--- config.mk ---
export PLATFORM = sky130hd
export DESIGN_NAME = cca_ctrl
export DESIGN_NICKNAME = d
export VERILOG_FILES = /design/src/hw/rtl/cca_pkg.sv /design/src/hw/rtl/cca_ctrl.sv
export SDC_FILE = /design/constraint.sdc
export NUM_CORES = 1
export LEC_CHECK = 0
export ABC_CLOCK_PERIOD_IN_PS = 1100
export BUFFER_PORTS_ARGS = -buffer_cell sky130_fd_sc_hd__buf_2
export CAP_MARGIN = 20
export CORE_AREA = 2 2 39 41
export DETAILED_ROUTE_END_ITERATION = 16
export DIE_AREA = 0 0 41 43
export GPL_ROUTABILITY_DRIVEN = 0
export HOLD_SLACK_MARGIN = 0.1
export SLEW_MARGIN = 20
export SYNTH_ARGS = -nofsm -noshare
export SYNTH_HDL_FRONTEND = slang
export SYNTH_SLANG_ARGS = --single-unit
--- constraint.sdc ---
create_clock -name i_clk -period 1.1 [get_ports i_clk]
set_input_delay 0 -clock i_clk [delete_from_list [all_inputs] [get_ports i_clk]]
set_output_delay 0 -clock i_clk [all_outputs]
set_load 0.01 [all_outputs]
--- src/hw/rtl/cca_pkg.sv ---
// Package for the cluster chain allocator: table geometry, action and status
// codes, register map and the command/status structs between controller and datapath.
// No dependencies.
package cca_pkg;

    localparam int NUM_ENTRIES = 4096;
    localparam int IDX_W       = $clog2(NUM_ENTRIES);
    localparam int CNT_W       = IDX_W + 1;
    localparam int WORD_W      = 32;
    localparam int EIU_W       = 13;
    localparam int FS_W        = 12;
    localparam int CL_W        = 12;
    localparam int PADDR_W     = 3;
    localparam int PDATA_W     = 32;

    localparam logic [WORD_W-1:0] END_MARK = '1;

    localparam logic [1:0] ACT_FORMAT = 2'd0;
    localparam logic [1:0] ACT_ALLOC  = 2'd1;
    localparam logic [1:0] ACT_EXTEND = 2'd2;
    localparam logic [1:0] ACT_READ   = 2'd3;

    localparam logic [1:0] ST_OK      = 2'd0;
    localparam logic [1:0] ST_NOSPACE = 2'd1;
    localparam logic [1:0] ST_RANGE   = 2'd2;

    localparam logic REG_ENTRIES_IN_USE = 1'b0;
    localparam logic REG_FREE_START     = 1'b1;

    localparam logic [EIU_W-1:0] EIU_RESET = 13'd4096;
    localparam logic [FS_W-1:0]  FS_RESET  = 12'd0;

    typedef struct packed {
        logic accept;
        logic fmt_step;
        logic alloc_link;
        logic alloc_end;
        logic ext_link;
        logic ext_end;
        logic read_cap;
        logic load_out;
    } t_dp_cmd;

    typedef struct packed {
        logic op_ok;
        logic fmt_empty;
        logic fmt_last;
    } t_dp_stat;

endpackage

--- src/hw/rtl/cca_ctrl.sv ---
// Controller state machine: sequences table reads and writes for each request
// and hands the result to the output register. Depends on cca_pkg.
module cca_ctrl (
    input  logic              i_clk,
    input  logic              i_rst_n,
    input  logic              i_in_valid,
    input  logic [1:0]        i_action,
    input  logic              i_out_ready,
    input  cca_pkg::t_dp_stat i_stat,
    output logic              o_in_ready,
    output logic              o_out_valid,
    output cca_pkg::t_dp_cmd  o_cmd
);

    typedef enum logic [2:0] {
        S_IDLE,
        S_FMT,
        S_ALOC_LINK,
        S_ALOC_END,
        S_EXT_LINK,
        S_EXT_END,
        S_READ,
        S_DONE
    } t_state;

    t_state r_state;
    t_state n_state;
    logic   r_out_valid;
    logic   n_out_valid;
    logic   out_free;

    assign out_free = !r_out_valid || i_out_ready;

    always_comb begin
        o_cmd   = '0;
        n_state = r_state;
        case (r_state)
            S_IDLE: begin
                if (i_in_valid) begin
                    o_cmd.accept = 1'b1;
                    if (i_action == cca_pkg::ACT_FORMAT) begin
                        n_state = S_FMT;
                    end else if (!i_stat.op_ok) begin
                        n_state = S_DONE;
                    end else if (i_action == cca_pkg::ACT_ALLOC) begin
                        n_state = S_ALOC_LINK;
                    end else if (i_action == cca_pkg::ACT_EXTEND) begin
                        n_state = S_EXT_LINK;
                    end else begin
                        n_state = S_READ;
                    end
                end
            end
            S_FMT: begin
                if (i_stat.fmt_empty) begin
                    n_state = S_DONE;
                end else begin
                    o_cmd.fmt_step = 1'b1;
                    if (i_stat.fmt_last) begin
                        n_state = S_DONE;
                    end
                end
            end
            S_ALOC_LINK: begin
                o_cmd.alloc_link = 1'b1;
                n_state          = S_ALOC_END;
            end
            S_ALOC_END: begin
                o_cmd.alloc_end = 1'b1;
                n_state         = S_DONE;
            end
            S_EXT_LINK: begin
                o_cmd.ext_link = 1'b1;
                n_state        = S_EXT_END;
            end
            S_EXT_END: begin
                o_cmd.ext_end = 1'b1;
                n_state       = S_DONE;
            end
            S_READ: begin
                o_cmd.read_cap = 1'b1;
                n_state        = S_DONE;
            end
            S_DONE: begin
                if (out_free) begin
                    o_cmd.load_out = 1'b1;
                    n_state        = S_IDLE;
                end
            end
            default: n_state = S_IDLE;
        endcase
    end

    assign n_out_valid = o_cmd.load_out || (r_out_valid && !i_out_ready);

    always_ff @(posedge i_clk) begin
        if (!i_rst_n) begin
            r_state     <= S_IDLE;
            r_out_valid <= 1'b0;
        end else begin
            r_state     <= n_state;
            r_out_valid <= n_out_valid;
        end
    end

    assign o_in_ready  = r_state == S_IDLE;
    assign o_out_valid = r_out_valid;

endmodule

# After elaboration in Yosys (flattened, before gate mapping)
# Cells that the tools add are included.
# word_totals
ff_bits	4
out_inout_bits	10
wordCells	43
# classes
n_eq_ne	12
n_mux	20
reduce_logical	9
# ops
operator	n
two-way mux 3 bit	7
case mux 3 bit (6 select lines)	1
== test 3 bit (second input constant)	4
two-way mux 1 bit	11
== test 3 x 2 -> 1 bit (second input constant)	2
!= test 2 bit (second input constant)	2
== test 3 x 1 -> 1 bit (second input constant)	1
zero test 3 bit	1
!= test 3 bit (second input constant)	1
AND reduction 3 bit	1
OR reduction 3 bit	1
== test 2 x 1 -> 1 bit (second input constant)	1
== test 2 bit (second input constant)	1
zero test 1 bit	2
zero test 2 bit	1
logical OR 1 bit	2
two-way mux 2 bit	1
logical AND 1 bit	1

# Depth between registers and ports, before layout
# logic_depth
depth_word	7
ltp_mapped	4
depth_no_buf	3

# Worst setup path after synthesis
# No wires, ideal clock.
# synth_timing
path_type	register to register
start	register r_state[1]
end	register r_state[0]
setup_ns	0.118
arrival_ns	0.997
slack_ns	-0.016
stages_incl_launch_ff	5
path_buffers	1
period_less_slack_ns	1.116
path_cell_list	dfxtp_1 buf_6 or3_4 o211ai_2 o2bb2ai_1
# synth_between
elab_chain_len	3
# synth_rtl
element	line	source
start: declaration	cca_ctrl.sv:26	t_state r_state;
start signal: assignment	cca_ctrl.sv:101	r_state <= n_state;
== test 3 bit, or another cell as far along	cca_ctrl.sv:37	case (r_state)
OR reduction 3 bit (no source line), or another cell as far along	--	
case mux 3 bit (6 select lines) / AND reduction 3 bit (equally long branches)	--	
# Several ways; a longest one is shown, not always the timed one.
# A chain may end at the register's enable or synchronous reset.

==> metrics.csv <==
stage,metric,value,unit
clock_network,clock-root-buffer,clkbuf_4,
die,core_area,1380,µm²
synthesis,synth_seq_cells,4,
run,cap_violations,0,
synthesis,ys_types,20,
final_layout,area_growth,80.7,%
routing,vias,401,
sta,drv_slew,0,
synthesis,synth_fp_nets,51,
synthesis,yosys.area.top_type,dfxtp_1,
power,ir_drop,0.625,mV
global_route,grt_max_degree,8,
placed_design,dpl.hpwl,667,µm
global_route,overflow,0,
final_layout,regArea,91.3,µm²
power,p_total,919,µW
routing,dr.first_iter.drc_count,7,
sta,slew_headroom,0.716,
final_layout,drive_gt1_frac,0.639,
setup_path,crit_start,r_state[1]$_SDFFE_PN0P_,
routing,drtPass1Iterations,2,
setup_path,crit_type,flip-flop to output port,
synthesis,syn_area_per_cell,8.01,µm²
setup_path,crit_required,1.10,ns
final_layout,diodes,0,
min_path,hold_class,input pin to flip-flop,
setup_path,r2r_end,r_state[0]$_SDFFE_PN0P_,
die,dieArea,1760,µm²
die,die_y,43,µm
clock_network,htreeDepth,1,
global_route,track_usage,0.121,
outcome,violations,negative setup slack,
power,powerDensity,1510,nW/µm²
synthesis,yosysMostFrequentCell,nor2_1,
setup_path,crit_fanout,3,
sta,worstMarginPinSlew,0.421,ns
final_layout,finalNonFillerCells,88,
placed_design,dp_slack,0.00170,ns
placed_design,dpl.cell_count,80,
routing,drt-total-wl,923,µm
synthesis,yosysWarnings,0,
die,die_w,41,µm
clock_network,path_clk_slew,0.04,ns
die,initial_core_util,0.243,
clock_network,cts_max_path_buffers,2,
clock_network,cts_buffers,3,
synthesis,yosys-top-cells-count,"8 x nor2_1, 4 x dfxtp_1, 3 x nand2_1, 3 x nor2b_1",
clock_network,clkLatencyLatePin,0.23,ns
global_route,grt_pass1_vias,355,
setup_path,ff2ff_setup_slack,-0.09,ns
setup_path,reg2reg_depth,4,
outcome,status,finished with violations,
die,ios,19,
setup_path,crit_path_start_kind,flip-flop,
setup_path,crit_arrival,1.24,ns
clock_network,cts.sinks,4,
synthesis,postSynthCellCount,42,
synthesis,yosys-top-cells-area,"dfxtp_1 24%, nor2_1 8.9%, nor4b_4 7.1%, buf_6 6.7%, nor2b_1 5.6%",
clock_network,cts_tree,yes,
synthesis,synth_top_area_frac,0.238,
routing,wl_per_cell,10.5,µm
placed_design,port_buffers,18,
final_layout,fillers,138,
sta,layout_setup_ws,-0.143,ns
sta,fin_crit_sh,1.13,
final_layout,final_nets,83,
sta,clock_skew,0.000724,ns
final_layout,multiInputGateArea,254,µm²
sta,max_freq,805,MHz
sta,hold_viol_final,0,
power,leakagePower,0.288,nW
setup_path,crit_end,o_cmd[7],
die,rows,14,
routing,drt_drc_violations_left,0,
synthesis,synthArstFlopShare,0,
sta,period_minus_slack,1.24,ns
routing,ant_nets,0,
synthesis,synth-main-ff-cell,dfxtp_1,
sta,rsz0062_at_grt,true,
global_route,grt_pass1_wl,1.44,mm
setup_path,crit_path_end_kind,output port,
sta,finalSetupViolations,8,
synthesis,synth_edf_count,0,
sta,whs,0.100,ns
routing,avgViaCountPerCell,4.56,
global_route,antenna_found_initial,0,
synthesis,seq_area_frac_synth,0.238,
synthesis,syn_area,337,µm²
setup_path,regToRegStartpoint,r_state[1]$_SDFFE_PN0P_,
[state kept, by name, indices dropped and copies added (netlist names)]
name         count
o_out_valid      1
r_state          3
[per-layer routing]
layer	GRT usage	routed length, µm	up-vias
met1	0.154	393	182
li1	-	-	204
met5	0	0	-
met3	0.0628	69	0
met4	0.0200	0	0
met2	0.181	459	15
[through the flow]
stage	utilization	TNS (ns)	area, µm²
finish	0.439	-0.546	608
floorplan	-	0	337
CTS	0.415	-0.621	574
global placement	0.339	0	469
global route	0.439	-1.10	608
detailed placement	0.339	0	469
[worst max-delay path, cell delays in order, from the launching register on]
cell	delay, ns
dfxtp_4	0.34
or3_4	0.39
inv_2	0.06
and2_1	0.10
buf_2	0.12
[timing repair]
action,in CTS,in global routing
buffers inserted,4,0
setup endpoints to repair,9,11
hold buffers,1,0
resized for setup,11,8
pin swaps,5,3
hold endpoints to repair,3,0
[layout by cell type, fill, tap and decap left out]
master,Yosys,layout
a211oi_2,0,2
a21boi_0,1,1
and2_1,2,1
and2_4,0,1
buf_12,0,1
buf_2,0,17
buf_4,1,7
buf_6,2,4
clkbuf_4,0,3
dfxtp_1,4,1
dfxtp_4,0,3
dlygate4sd3_1,0,1
inv_1,2,1
inv_2,0,1
nand2_1,3,3
nand2b_1,1,1
nand3_2,0,1
nor2_1,8,7
nor2_4,0,1
nor2b_1,3,3
nor3b_2,0,2
nor4b_4,1,1
o211ai_2,1,1
o21a_1,1,1
o21ai_0,2,2
o21bai_1,2,2
o2bb2ai_1,2,2
or3_4,1,1
[report_power, final]
part	switching [mW]	internal (mW)	total, mW
clock network	0.0590	0.122	0.181
logic	0.220	0.296	0.516
registers	0.0382	0.184	0.223
[worst min path at each step]
stage | startpoint | endpoint | depth (start not counted)
after CTS | i_out_ready | o_out_valid$_SDFF_PN0_ | 3
after floorplan | i_stat[1] | o_cmd[6] | 1
after detailed placement | i_rst_n | r_state[0]$_SDFFE_PN0P_ | 2
after global routing | i_out_ready | o_out_valid$_SDFF_PN0_ | 3
final | i_out_ready | o_out_valid$_SDFF_PN0_ | 3
after global placement | i_rst_n | r_state[0]$_SDFFE_PN0P_ | 2
[area by class of cell]
class	instances	area share
Multi-Input combinational cell	33	0.418
Sequential cell	4	0.150
Timing Repair Buffer	30	0.350
Inverter	2	0.0123
Tap cell	16	0.0329
Clock buffer	3	0.0370
[cells by family after synthesis]
group           share of synthesized area
compound gates                      0.253
buf+inv                             0.112
flops                               0.238
simple gates                        0.398
Power figures use the tool's default switching activity.
