--- src/hw/rtl/cca_pkg.sv ---
// Package for the cluster chain allocator: table geometry, action and status
// codes, register map and the command/status structs between controller and datapath.
// No dependencies.
package cca_pkg;

    localparam int NUM_ENTRIES = 4096;
    localparam int IDX_W       = $clog2(NUM_ENTRIES);
    localparam int CNT_W       = IDX_W + 1;
    localparam int WORD_W      = 32;
    localparam int EIU_W       = 13;
    localparam int FS_W        = 12;
    localparam int CL_W        = 12;
    localparam int PADDR_W     = 3;
    localparam int PDATA_W     = 32;

    localparam logic [WORD_W-1:0] END_MARK = '1;

    localparam logic [1:0] ACT_FORMAT = 2'd0;
    localparam logic [1:0] ACT_ALLOC  = 2'd1;
    localparam logic [1:0] ACT_EXTEND = 2'd2;
    localparam logic [1:0] ACT_READ   = 2'd3;

    localparam logic [1:0] ST_OK      = 2'd0;
    localparam logic [1:0] ST_NOSPACE = 2'd1;
    localparam logic [1:0] ST_RANGE   = 2'd2;

    localparam logic REG_ENTRIES_IN_USE = 1'b0;
    localparam logic REG_FREE_START     = 1'b1;

    localparam logic [EIU_W-1:0] EIU_RESET = 13'd4096;
    localparam logic [FS_W-1:0]  FS_RESET  = 12'd0;

    typedef struct packed {
        logic accept;
        logic fmt_step;
        logic alloc_link;
        logic alloc_end;
        logic ext_link;
        logic ext_end;
        logic read_cap;
        logic load_out;
    } t_dp_cmd;

    typedef struct packed {
        logic op_ok;
        logic fmt_empty;
        logic fmt_last;
    } t_dp_stat;

endpackage

--- src/hw/rtl/cca_regs.sv ---
// APB-style configuration registers: entries_in_use and free_start.
// Depends on cca_pkg.
module cca_regs (
    input  logic                        i_clk,
    input  logic                        i_rst_n,
    input  logic                        psel,
    input  logic                        penable,
    input  logic                        pwrite,
    input  logic [cca_pkg::PADDR_W-1:0] paddr,
    input  logic [cca_pkg::PDATA_W-1:0] pwdata,
    output logic [cca_pkg::PDATA_W-1:0] prdata,
    output logic                        pready,
    output logic [cca_pkg::EIU_W-1:0]   o_entries_in_use,
    output logic [cca_pkg::FS_W-1:0]    o_free_start
);

    logic [cca_pkg::EIU_W-1:0] r_entries_in_use;
    logic [cca_pkg::FS_W-1:0]  r_free_start;
    logic                      wr_en;

    // Only the register-select bit is decoded; byte offsets are ignored.
    assign wr_en = psel && penable && pwrite;

    always_ff @(posedge i_clk) begin
        if (!i_rst_n) begin
            r_entries_in_use <= cca_pkg::EIU_RESET;
            r_free_start     <= cca_pkg::FS_RESET;
        end else if (wr_en) begin
            if (paddr[2] == cca_pkg::REG_ENTRIES_IN_USE) begin
                r_entries_in_use <= pwdata[cca_pkg::EIU_W-1:0];
            end else begin
                r_free_start <= pwdata[cca_pkg::FS_W-1:0];
            end
        end
    end

    always_comb begin
        if (paddr[2] == cca_pkg::REG_ENTRIES_IN_USE) begin
            prdata = cca_pkg::PDATA_W'(r_entries_in_use);
        end else begin
            prdata = cca_pkg::PDATA_W'(r_free_start);
        end
    end

    assign pready           = 1'b1;
    assign o_entries_in_use = r_entries_in_use;
    assign o_free_start     = r_free_start;

endmodule

--- config.mk ---
export PLATFORM = sky130hd
export DESIGN_NAME = cca_regs
export DESIGN_NICKNAME = d
export VERILOG_FILES = /design/src/hw/rtl/cca_pkg.sv /design/src/hw/rtl/cca_regs.sv
export SDC_FILE = /design/constraint.sdc
export NUM_CORES = 1
export LEC_CHECK = 0
export BUFFER_PORTS_ARGS = -buffer_cell sky130_fd_sc_hd__buf_4
export CAP_MARGIN = 5
export CORE_ASPECT_RATIO = 1.5
export CORE_MARGIN = 2
export CORE_UTILIZATION = 36
export CTS_BUF_LIST = sky130_fd_sc_hd__clkbuf_4 sky130_fd_sc_hd__clkbuf_8 sky130_fd_sc_hd__clkbuf_16
export CTS_CLUSTER_SIZE = 24
export DETAILED_ROUTE_END_ITERATION = 16
export GPL_TIMING_DRIVEN = 0
export PLACE_DENSITY = 0.77
export SYNTH_ARGS = -nofsm -noshare
export SYNTH_HDL_FRONTEND = slang
export SYNTH_SLANG_ARGS = --single-unit
--- constraint.sdc ---
create_clock -name i_clk -period 0.91 [get_ports i_clk]
set_input_delay 0.091 -clock i_clk [delete_from_list [all_inputs] [get_ports i_clk]]
set_output_delay 0.091 -clock i_clk [all_outputs]
set_load 0.02 [all_outputs]
# Yosys cells after proc, flatten, opt, wreduce, memory -nomap -nowiden
# Cells that the tools add are included.
word_totals:
  register_bits: 25
  out_inout_bits: 58
  word_cells: 8
op_classes:
  n_mux: 1
  n_bitwise: 1
  reduce_logical: 4
op_table:
  columns: ["operator", "count"]
  rows:
  - ["2-to-1 mux 13 bit", 1]
  - ["AND reduction 2 bit", 2]
  - ["logical AND 1 bit", 2]
  - ["inverter 1 bit", 1]

# Logic depth before layout (Yosys ltp)
# Gate-level depths: netlist of the first run.
logic_depth:
  word_depth: 3
  ltp_mapped: 4
  mapped_depth_nobuf: 2

# Worst setup path after synthesis of the first run
# Ideal clock, no wire load.
synth_path:
  kind: "reg-to-output"
  from: "reg r_entries_in_use (netlist bit o_entries_in_use[12])"
  to: "out prdata[12] (netlist bit)"
  arrival_time_ps: 806
  required_ps: 819
  slack_ps: 13
  stages_incl_launch_ff: 2
  n_path_buf: 0
  path_cell_list: "dfxtp_1 > nor2b_1"
synth_via:
  elab_chain_cells: 1
synth_lines:
  columns: ["item", "line", "rtl"]
  rows:
  - ["from (decl)", "cca_regs.sv:17", "logic [cca_pkg::EIU_W-1:0] r_entries_in_use;"]
  - ["from (signal assigned)", "cca_regs.sv:26", "r_entries_in_use <= cca_pkg::EIU_RESET;"]
  - ["from (signal assigned)", "cca_regs.sv:30", "r_entries_in_use <= pwdata[cca_pkg::EIU_W-1:0];"]
  - ["2-to-1 mux 13 bit", "cca_regs.sv:38", "if (paddr[2] == cca_pkg::REG_ENTRIES_IN_USE) begin"]
  - ["to (decl)", "cca_regs.sv:11", "output logic [cca_pkg::PDATA_W-1:0] prdata,"]
# No other way between the ends.

# Worst setup path after layout of the first run
layout_path:
  from: "reg r_entries_in_use (netlist bit o_entries_in_use[0])"
  to: "out prdata[0] (netlist bit)"
# Same word-level chain as after synthesis.

==> impl_metrics.json, run 1 <==
{
  "status": "finished, violations left",
  "violations": "setup timing",
  "wl_um": 3900,
  "seqPwrFrac_pct": 48.1,
  "endpoint_kind": "primary output",
  "reg2reg_slack_ns": 0.10,
  "grt_pass1_vias": 1246,
  "syn_to_final_growth_pct": 85.4,
  "grt_use_total_pct": 19.0,
  "r2r_end": "o_entries_in_use[11]",
  "peakVddDrop_mv": 0.856,
  "die_x_um": 52.7,
  "r2r_start": "o_entries_in_use[11]",
  "cts-root-buf": "clkbuf_8",
  "clkSlewWorstSetupHoldPaths_ns": 0.09,
  "nNetsFinal": 278,
  "grt_pass1_wl_um": 5820,
  "synth_commonest_cells": "36 x nand2_1, 25 x dfxtp_1, 25 x mux2i_1",
  "cp_num_buf_inv": 1,
  "crit_family": "flip-flops",
  "antenna_left": 0,
  "cp-start-kind": "flop",
  "synthCells": 132,
  "clockBufferDepth": 2,
  "slew_viol_final": 0,
  "yosysUniqueCellTypes": 12,
  "vias_per_cell": 4.41,
  "min_to": "o_entries_in_use[12]",
  "yosysMostFrequentCell": "nand2_1",
  "synthArstFlopShare_pct": 0,
  "ys_top_cells_by_area": "dfxtp_1 39%, mux2i_1 20%, buf_4 12%",
  "antenna_found_initial": 0,
  "fin_area_um2": 2370,
  "io_buffers": 55,
  "cts_tree": "yes",
  "nFillCells": 265,
  "placed_area_um2": 1810,
  "drc": 0,
  "period_share_pct": 121,
  "min_path_type": "input pin to flop",
  "p_sw_share_pct": 27.4,
  "seq_area_frac_synth_pct": 39.1,
  "yosysTopAreaCell": "dfxtp_1",
  "post_drt_wl_per_cell_um": 14.0,
  "total_power_w": 0.00237,
  "critPathKind": "flop to primary output",
  "placementRows": 26,
  "io_pins": 98,
  "htree_levels": 1,
  "hold_buffers": 0,
  "cp_num_cells": 2,
  "cp_slowest_cell": "dfxtp_2",
  "diodes": 0,
  "synth_top_area_share_pct": 39.1,
  "finalSetupTns_ns": -2.41,
  "grt_overflow": 0,
  "fmax_ghz": 0.907,
  "dp_cells": 247,
  "fin_skew_ns": 0,
  "die_area_um2": 4060,
  "cts.sinks": 25,
  "dpl.hpwl_um": 2330,
  "hold_violations": 0,
  "max_slew_margin_pct": 64.1,
  "synth_edf_count": 0,
  "critical_path_arrival_ns": 1.01,
  "worstMarginPinSlew_ns": 0.538,
  "die_height_um": 77.1,
  "vias": 1229,
  "initial_core_util_pct": 37.5,
  "min_from": "pwdata[12]",
  "synthFlopType": "dfxtp_1",
  "syn_avg_cell_area_um2": 9.71,
  "clock_power_share_pct": 27.5,
  "hold_ws_ns": 0.0714,
  "yosys_warnings": 0,
  "drt_iter0_markers": 9,
  "dr.pass1.iters": 4,
  "setup_ws_ns": -0.193,
  "rsz0062_at_grt": "true",
  "setup_violations": 35,
  "p_int_w": 0.00172,
  "min_period_ns": 1.10,
  "gp_congestion": 0.688,
  "grt_max_degree": 15,
  "stdcell_count": 279,
  "combinationalPowerShare_pct": 24.4,
  "clk_latency_ns": 0.26,
  "cts_buffers": 3,
  "cpPeakStageDelay_ns": 0.34,
  "cp_cell_sequence": "mux2_4, buf_6",
  "required_ns": 0.82,
  "p_leak_nw": 1.33,
  "syn_area_um2": 1280,
  "powerDensity_nw_per_um2": 998,
  "cp_max_fo": 2,
  "switchingPower_w": 0.000649,
  "coreArea_um2": 3420,
  "r2r_cells": 4,
  "drive_gt1_share_pct": 64.1,
  "ys_seq_elements": 25,
  "maxCapViolCount": 0,
  "holdPathStages": 3
}
-- cell usage in the layout (no fill, tap or decap), types with 2 or more instances in the layout --
| master | instances |
|---|---|
| conb_1 | 20 |
| clkbuf_1 | 2 |
| mux2i_1 | 25 |
| buf_6 | 61 |
| dfxtp_2 | 25 |
| mux2_4 | 11 |
| nor2b_1 | 2 |
| clkbuf_8 | 3 |
| nand2_1 | 36 |
| buf_4 | 46 |
-- per-stage QoR --
step                      utilization, %  worst slack, ns
after floorplan                        -           0.0133
after global placement              53.1           -0.230
after detailed placement            53.1           -0.226
after CTS                           67.4           -0.185
after global routing                69.5           -0.222
final                               69.5           -0.193
-- final cells by class --
class                      instances  area (um^2)  area share (%)
clock inverter                     1         5.00           0.211
timing repair buffer              83          841            35.4
buffer                            27          204            8.59
tap                               42         52.6            2.21
clock buffer                       3         41.3            1.74
multi-input combinational         98          699            29.5
sequential                        25          532            22.4
-- worst max-delay path by stage --
stage,start,end,slack (ns)
CTS,o_entries_in_use[1],prdata[1],-0.18
floorplan,o_entries_in_use[12],prdata[12],0.01
global placement,paddr[2],prdata[4],-0.23
finish,o_entries_in_use[0],prdata[0],-0.19
global route,o_entries_in_use[1],prdata[1],-0.22
detailed placement,paddr[2],prdata[4],-0.23
-- power groups by stage --
stage	clock, W	combinational (W)	sequential (W)
6_report	0.000652	0.000577	0.00114
5_1_grt	0.000709	0.000611	0.00114
4_1_cts	0.000651	0.000550	0.00114
3_5_place_dp	0	0.000464	0.00116
3_3_place_gp	0	0.000458	0.00116
2_1_floorplan	0	0.000276	0.00119
-- cells by family after synthesis --
kind of cell  share of synthesized area (%)
flops                                  39.1
simple gates                           14.8
buf+inv                                15.4
mux                                    30.1
other cells                           0.586
-- flip-flops by register name, indices dropped and copies added, names as in the netlist --
name,flops
o_entries_in_use,13
o_free_start,12
-- metal layers --
metal	vias up	wire length (um)	track usage, %
met4	0	57	6.92
met5	-	0	0
li1	598	-	-
met2	49	2240	36.4
met3	4	185	1.36
met1	578	1420	20.5
-- what timing repair did --
item / 4_1_cts / 5_1_grt
setup buffers: 23 / 17
resized for setup: 89 / 21
endpoints found under the setup margin: 13 / 36
hold endpoints to repair: 0 / 0
-- tightest hold or removal path, delay by kind of cell --
family	cells	cell delay [ns]
muxes	1	0.10
and+or+nand+nor	1	0.03
buffers and inverters	1	0.08
Power figures use the tool's default switching activity.
==> run 2: changes to the inputs <==
- CORE_UTILIZATION: 36 -> 39
- PLACE_DENSITY: 0.77 -> 0.82
- SLEW_MARGIN: unset -> 10
==> run 2 against run 1 <==
- the flow still finishes with violations (setup timing)
- clock-buffer cell count did not move
- critical path depth did not move
- global-route usage rose by 0.88 points
- flip-flop and latch count did not move
- critical endpoint is now prdata[10]
- largest power group unchanged
==> impl_metrics.json, run 2 (synthesized netlist as in run 1, its figures left out) <==
{
  "status": "finished, violations left",
  "violations": "setup timing",
  "cp_cell_sequence": "mux2_4, buf_6",
  "largest_register_ffs": 13,
  "r2r_end": "o_entries_in_use[1]",
  "min_period_ns": 1.10,
  "io_pins": 98,
  "seqPwrFrac_pct": 48.0,
  "setup_violations": 31,
  "rsz0062_at_grt": "true",
  "antenna_found_initial": 0,
  "dpl.hpwl_um": 2300,
  "clk_latency_ns": 0.26,
  "grt_pass1_vias": 1285,
  "slew_viol_final": 0,
  "critPathKind": "flop to primary output",
  "gp_congestion": 0.676,
  "p_sw_share_pct": 27.2,
  "fin_area_um2": 2430,
  "htree_levels": 1,
  "critical_path_arrival_ns": 1.01,
  "grt-busiest-layer": "met2",
  "setup_ws_ns": -0.189,
  "p_leak_nw": 1.37,
  "r2r_start": "o_entries_in_use[1]",
  "stdcell_count": 285,
  "drt_iter0_markers": 16,
  "combinationalPowerShare_pct": 24.7,
  "endpoint_kind": "primary output",
  "hold_buffers": 0,
  "p_int_w": 0.00173,
  "dp_cells": 245,
  "max_slew_margin_pct": 63.6,
  "io_buffers": 55,
  "coreArea_um2": 3160,
  "clkSlewWorstSetupHoldPaths_ns": 0.09,
  "mostFrequentLayoutCell": "buf_6",
  "grt_max_degree": 15,
  "drive_gt1_share_pct": 65.7,
  "vias": 1272,
  "syn_to_final_growth_pct": 89.5,
  "required_ns": 0.82,
  "use_met1_pct": 20.1,
  "vias_per_cell": 4.46,
  "post_drt_wl_per_cell_um": 14.1,
  "initial_core_util_pct": 40.6,
  "diodes": 0,
  "fmax_ghz": 0.910,
  "worstMarginPinSlew_ns": 0.546,
  "cpPeakStageDelay_ns": 0.34,
  "switchingPower_w": 0.000646,
  "fin_util_pct": 76.8,
  "min_path_type": "input pin to flop",
  "cp-start-kind": "flop",
  "hold_violations": 0,
  "crit_start": "o_entries_in_use[10]",
  "antenna_left": 0,
  "grt_overflow": 0,
  "grt_pass1_wl_um": 5740,
  "clock_power_share_pct": 27.3,
  "layout.cells.most_common_list": "63 x buf_6, 52 x buf_4, 35 x nand2_1",
  "period_share_pct": 121,
  "cts_tree": "yes",
  "crit_family": "flip-flops",
  "grt_use_total_pct": 19.9,
  "die_height_um": 74.2,
  "peakVddDrop_mv": 0.801,
  "reg2reg_slack_ns": 0,
  "cp_slowest_cell": "dfxtp_2",
  "placementRows": 25,
  "clockBufferDepth": 2,
  "dr.pass1.iters": 4,
  "cts_buffers": 3,
  "grt_use_met3_pct": 2.41,
  "nNetsFinal": 286,
  "fin_skew_ns": 0,
  "drc": 0,
  "cp_num_cells": 2,
  "endpoint": "prdata[10]",
  "cts.sinks": 25,
  "wl_um": 4010,
  "die_x_um": 50.8,
  "hold_ws_ns": 0.0886,
  "powerDensity_nw_per_um2": 977,
  "cp_max_fo": 2,
  "cts-root-buf": "clkbuf_8",
  "dpl_worst_slack_ns": -0.207,
  "die_area_um2": 3770,
  "placed_area_um2": 1810,
  "grt_use_met2_pct": 39.5,
  "maxCapViolCount": 0,
  "cp_num_buf_inv": 1,
  "r2r_cells": 5
}
[run 2: area by class of cell]
type / instances / area, um^2
Tap cell: 40 / 50.0
Fill cell: 204 / 732
Clock buffer: 3 / 41.3
Sequential cell: 25 / 532
Buffer: 27 / 200
Clock inverter: 1 / 5.00
Timing Repair Buffer: 91 / 912
Multi-Input combinational cell: 98 / 687
[run 2: power groups by stage]
stage | combinational, W | clock (W) | sequential [W]
floorplan | 0.000276 | 0 | 0.00119
global placement | 0.000456 | 0 | 0.00116
detailed placement | 0.000461 | 0 | 0.00116
CTS | 0.000548 | 0.000636 | 0.00114
global route | 0.000618 | 0.000696 | 0.00114
finish | 0.000586 | 0.000647 | 0.00114
[run 2: worst min-delay path by stage]
stage | startpoint | to | slack, ns | cells past startpoint
2_1_floorplan | pwdata[12] | o_entries_in_use[12] | 0.25 | 2
3_3_place_gp | pwdata[12] | o_entries_in_use[12] | 0.34 | 3
3_5_place_dp | pwdata[12] | o_entries_in_use[12] | 0.37 | 3
4_1_cts | pwdata[12] | o_entries_in_use[12] | 0.09 | 3
5_1_grt | pwdata[6] | o_entries_in_use[6] | 0.11 | 3
6_report | pwdata[7] | o_free_start[7] | 0.09 | 3
[run 2: worst min-delay path, stage by stage]
cell,delay (ns)
buf_4,0.11
nand2_1,0.06
mux2i_1,0.06
[run 2: stage by stage]
stage / TNS, ns / power [W]
4_1_cts: -2.16 / 0.00232
6_report: -2.63 / 0.00237
3_5_place_dp: -3.01 / 0.00162
3_3_place_gp: -2.43 / 0.00162
2_1_floorplan: 0 / 0.00146
5_1_grt: -3.40 / 0.00246
[run 2: what timing repair did]
item	4_1_cts	5_1_grt
resized for setup	89	19
buffers inserted	23	24
setup endpoints to repair	13	36
[run 2: metal layers]
| layer | wire (um) | share of wire (%) |
|---|---|---|
| met5 | 0 | 0 |
| met4 | 101 | 2.5 |
| met3 | 229 | 5.7 |
| met2 | 2240 | 56 |
| met1 | 1440 | 36 |
==> run 3: changes to the inputs <==
--- a/config.mk
+++ b/config.mk
@@ -13,3 +13,2 @@
 export CTS_BUF_LIST = sky130_fd_sc_hd__clkbuf_4 sky130_fd_sc_hd__clkbuf_8 sky130_fd_sc_hd__clkbuf_16
-export CTS_CLUSTER_SIZE = 24
 export DETAILED_ROUTE_END_ITERATION = 16
==> constraint.sdc (replaced) <==
create_clock -name i_clk -period 0.91 [get_ports i_clk]
set_input_delay 0.182 -clock i_clk [delete_from_list [all_inputs] [get_ports i_clk]]
set_output_delay 0.182 -clock i_clk [all_outputs]
set_load 0.02 [all_outputs]
==> run 3 against run 2 <==
- the run still ends with setup timing left
- via count down 1.1%
- worst setup slack worse by 0.093 ns
- power down 0.24%
- sequential share of layout area up 0.32 points
- wire length up 0.72%
- cell count down 2.8%
- critical path type unchanged
- critical endpoint is now prdata[1]
==> impl_metrics.json, run 3 (synthesized netlist as in run 1, its figures left out) <==
{
  "worstMarginPinSlew_ns": 0.566,
  "hold_buffers": 0,
  "mostFrequentLayoutCell": "buf_6",
  "min_path_type": "input pin to flop",
  "grt_overflow": 0,
  "clkSlewWorstSetupHoldPaths_ns": 0.08,
  "vias": 1258,
  "initial_core_util_pct": 40.6,
  "r2r_end": "o_entries_in_use[2]",
  "grt_use_total_pct": 20.5,
  "setup_ws_ns": -0.282,
  "dp_cells": 245,
  "clockBufferDepth": 2,
  "r2r_start": "o_entries_in_use[2]",
  "min_period_ns": 1.19,
  "syn_to_final_growth_pct": 86.7,
  "dpl.hpwl_um": 2340,
  "peakVddDrop_mv": 0.909,
  "period_share_pct": 131,
  "htree_levels": 1,
  "r2r_cells": 4,
  "die_x_um": 50.8,
  "required_ns": 0.73,
  "maxCapViolCount": 0,
  "drc": 0,
  "max_slew_margin_pct": 62.3,
  "cts_buffers": 3,
  "min_to": "o_entries_in_use[12]",
  "cts-root-buf": "clkbuf_8",
  "placementRows": 25,
  "cp-start-kind": "flop",
  "die_height_um": 74.2,
  "antenna_found_initial": 0,
  "vias_per_cell": 4.54,
  "rsz0062_at_grt": "true",
  "holdPathStages": 3,
  "cp_cell_sequence": "mux2_4, buf_6",
  "antenna_left": 0,
  "layout.cells.most_common_list": "62 x buf_6, 45 x buf_4, 36 x nand2_1",
  "cp_max_fo": 2,
  "cp_num_buf_inv": 1,
  "cts_tree": "yes",
  "critPathKind": "flop to primary output",
  "setup_violations": 38,
  "stdcell_count": 277,
  "dr.pass1.iters": 4,
  "hold_violations": 0,
  "violations": "setup timing",
  "coreArea_um2": 3160,
  "crit_family": "flip-flops",
  "status": "finished, violations left",
  "cpPeakStageDelay_ns": 0.34,
  "cts.sinks": 25,
  "io_buffers": 55,
  "drt_iter0_markers": 28,
  "critical_path_arrival_ns": 1.01,
  "diodes": 0,
  "reg2reg_slack_ns": 0.08,
  "fin_skew_ns": 0,
  "drive_gt1_share_pct": 64.6,
  "p_leak_nw": 1.34,
  "die_area_um2": 3770,
  "finalSetupTns_ns": -5.74,
  "fmax_ghz": 0.839,
  "grt_max_degree": 15,
  "post_drt_wl_per_cell_um": 14.6,
  "gp_congestion": 0.693,
  "grt_pass1_vias": 1235,
  "endpoint_kind": "primary output",
  "wl_um": 4040,
  "largest_register_ffs": 13,
  "dpl_worst_slack_ns": -0.319,
  "grt_pass1_wl_um": 5850,
  "slew_viol_final": 0,
  "io_pins": 98,
  "cp_slowest_cell": "dfxtp_2",
  "min_from": "pwdata[12]",
  "clk_latency_ns": 0.26,
  "powerDensity_nw_per_um2": 989,
  "nNetsFinal": 278
}
==> run 3: cell types whose count changed in the layout (fill, tap and decap cells not counted) <==
cell	previous run	this run
buf_4	52	45
nand2_1	35	36
buf_12	0	1
buf_6	63	62
mux2_4	7	11
clkbuf_1	2	1
mux2_2	5	1
nand2_2	1	0
==> run 3: layout make-up <==
| type | instances | area (um^2) |
|---|---|---|
| repair buffers | 84 | 856 |
| fillers | 216 | 767 |
| multi-input cells | 98 | 699 |
| flip-flops and latches | 25 | 532 |
| plain buffers | 26 | 209 |
| well taps | 40 | 50.0 |
| clock buffers | 3 | 41.3 |
| clock inverters | 1 | 5.00 |
==> run 3: worst reg2reg max path, cell delays in order, from the launching register on <==
cell and delay (ns):
dfxtp_2 0.35, buf_4 0.11, buf_6 0.09, nand2_1 0.04
mux2i_1 0.16
==> run 3: stage by stage <==
| step | util (%) | instance area, um^2 | total power, W | hold slack [ns] |
|---|---|---|---|---|
| detailed placement | 57.6 | 1820 | 0.00163 | 0.450 |
| finish | 75.7 | 2390 | 0.00237 | 0.170 |
| CTS | 73.3 | 2320 | 0.00236 | 0.175 |
| floorplan | - | 1360 | 0.00147 | 0.342 |
| global route | 75.7 | 2390 | 0.00246 | 0.184 |
| global placement | 57.6 | 1820 | 0.00162 | 0.433 |
==> run 3: worst max path at each step <==
| stage | startpoint | endpoint | slack [ns] | cells after the start |
|---|---|---|---|---|
| after global placement | paddr[2] | prdata[5] | -0.32 | 4 |
| final | o_entries_in_use[1] | prdata[1] | -0.28 | 2 |
| after detailed placement | paddr[2] | prdata[5] | -0.32 | 4 |
| after floorplan | paddr[2] | prdata[2] | -0.0002 | 2 |
| after global routing | o_entries_in_use[1] | prdata[1] | -0.30 | 2 |
| after CTS | o_entries_in_use[10] | prdata[10] | -0.27 | 2 |
==> run 3: report_power, final <==
group          switching, W  total [W]  internal, W
registers         0.0000201    0.00114      0.00112
logic              0.000285   0.000584     0.000299
clock network      0.000335   0.000641     0.000305
total              0.000641    0.00237      0.00173
==> run 3: what timing repair did <==
| item | 4_1_cts | 5_1_grt |
|---|---|---|
| gates resized for setup | 92 | 21 |
| setup endpoints to repair | 38 | 43 |
| setup buffers | 22 | 21 |
==> run 3: routing by layer <==
layer,track usage (%),vias to the layer above,part of all wire [%]
met5,0,-,0
met4,7.51,0,1.7
met3,1.61,6,4.6
met2,42.5,57,58
met1,20.5,597,36
li1,-,598,-
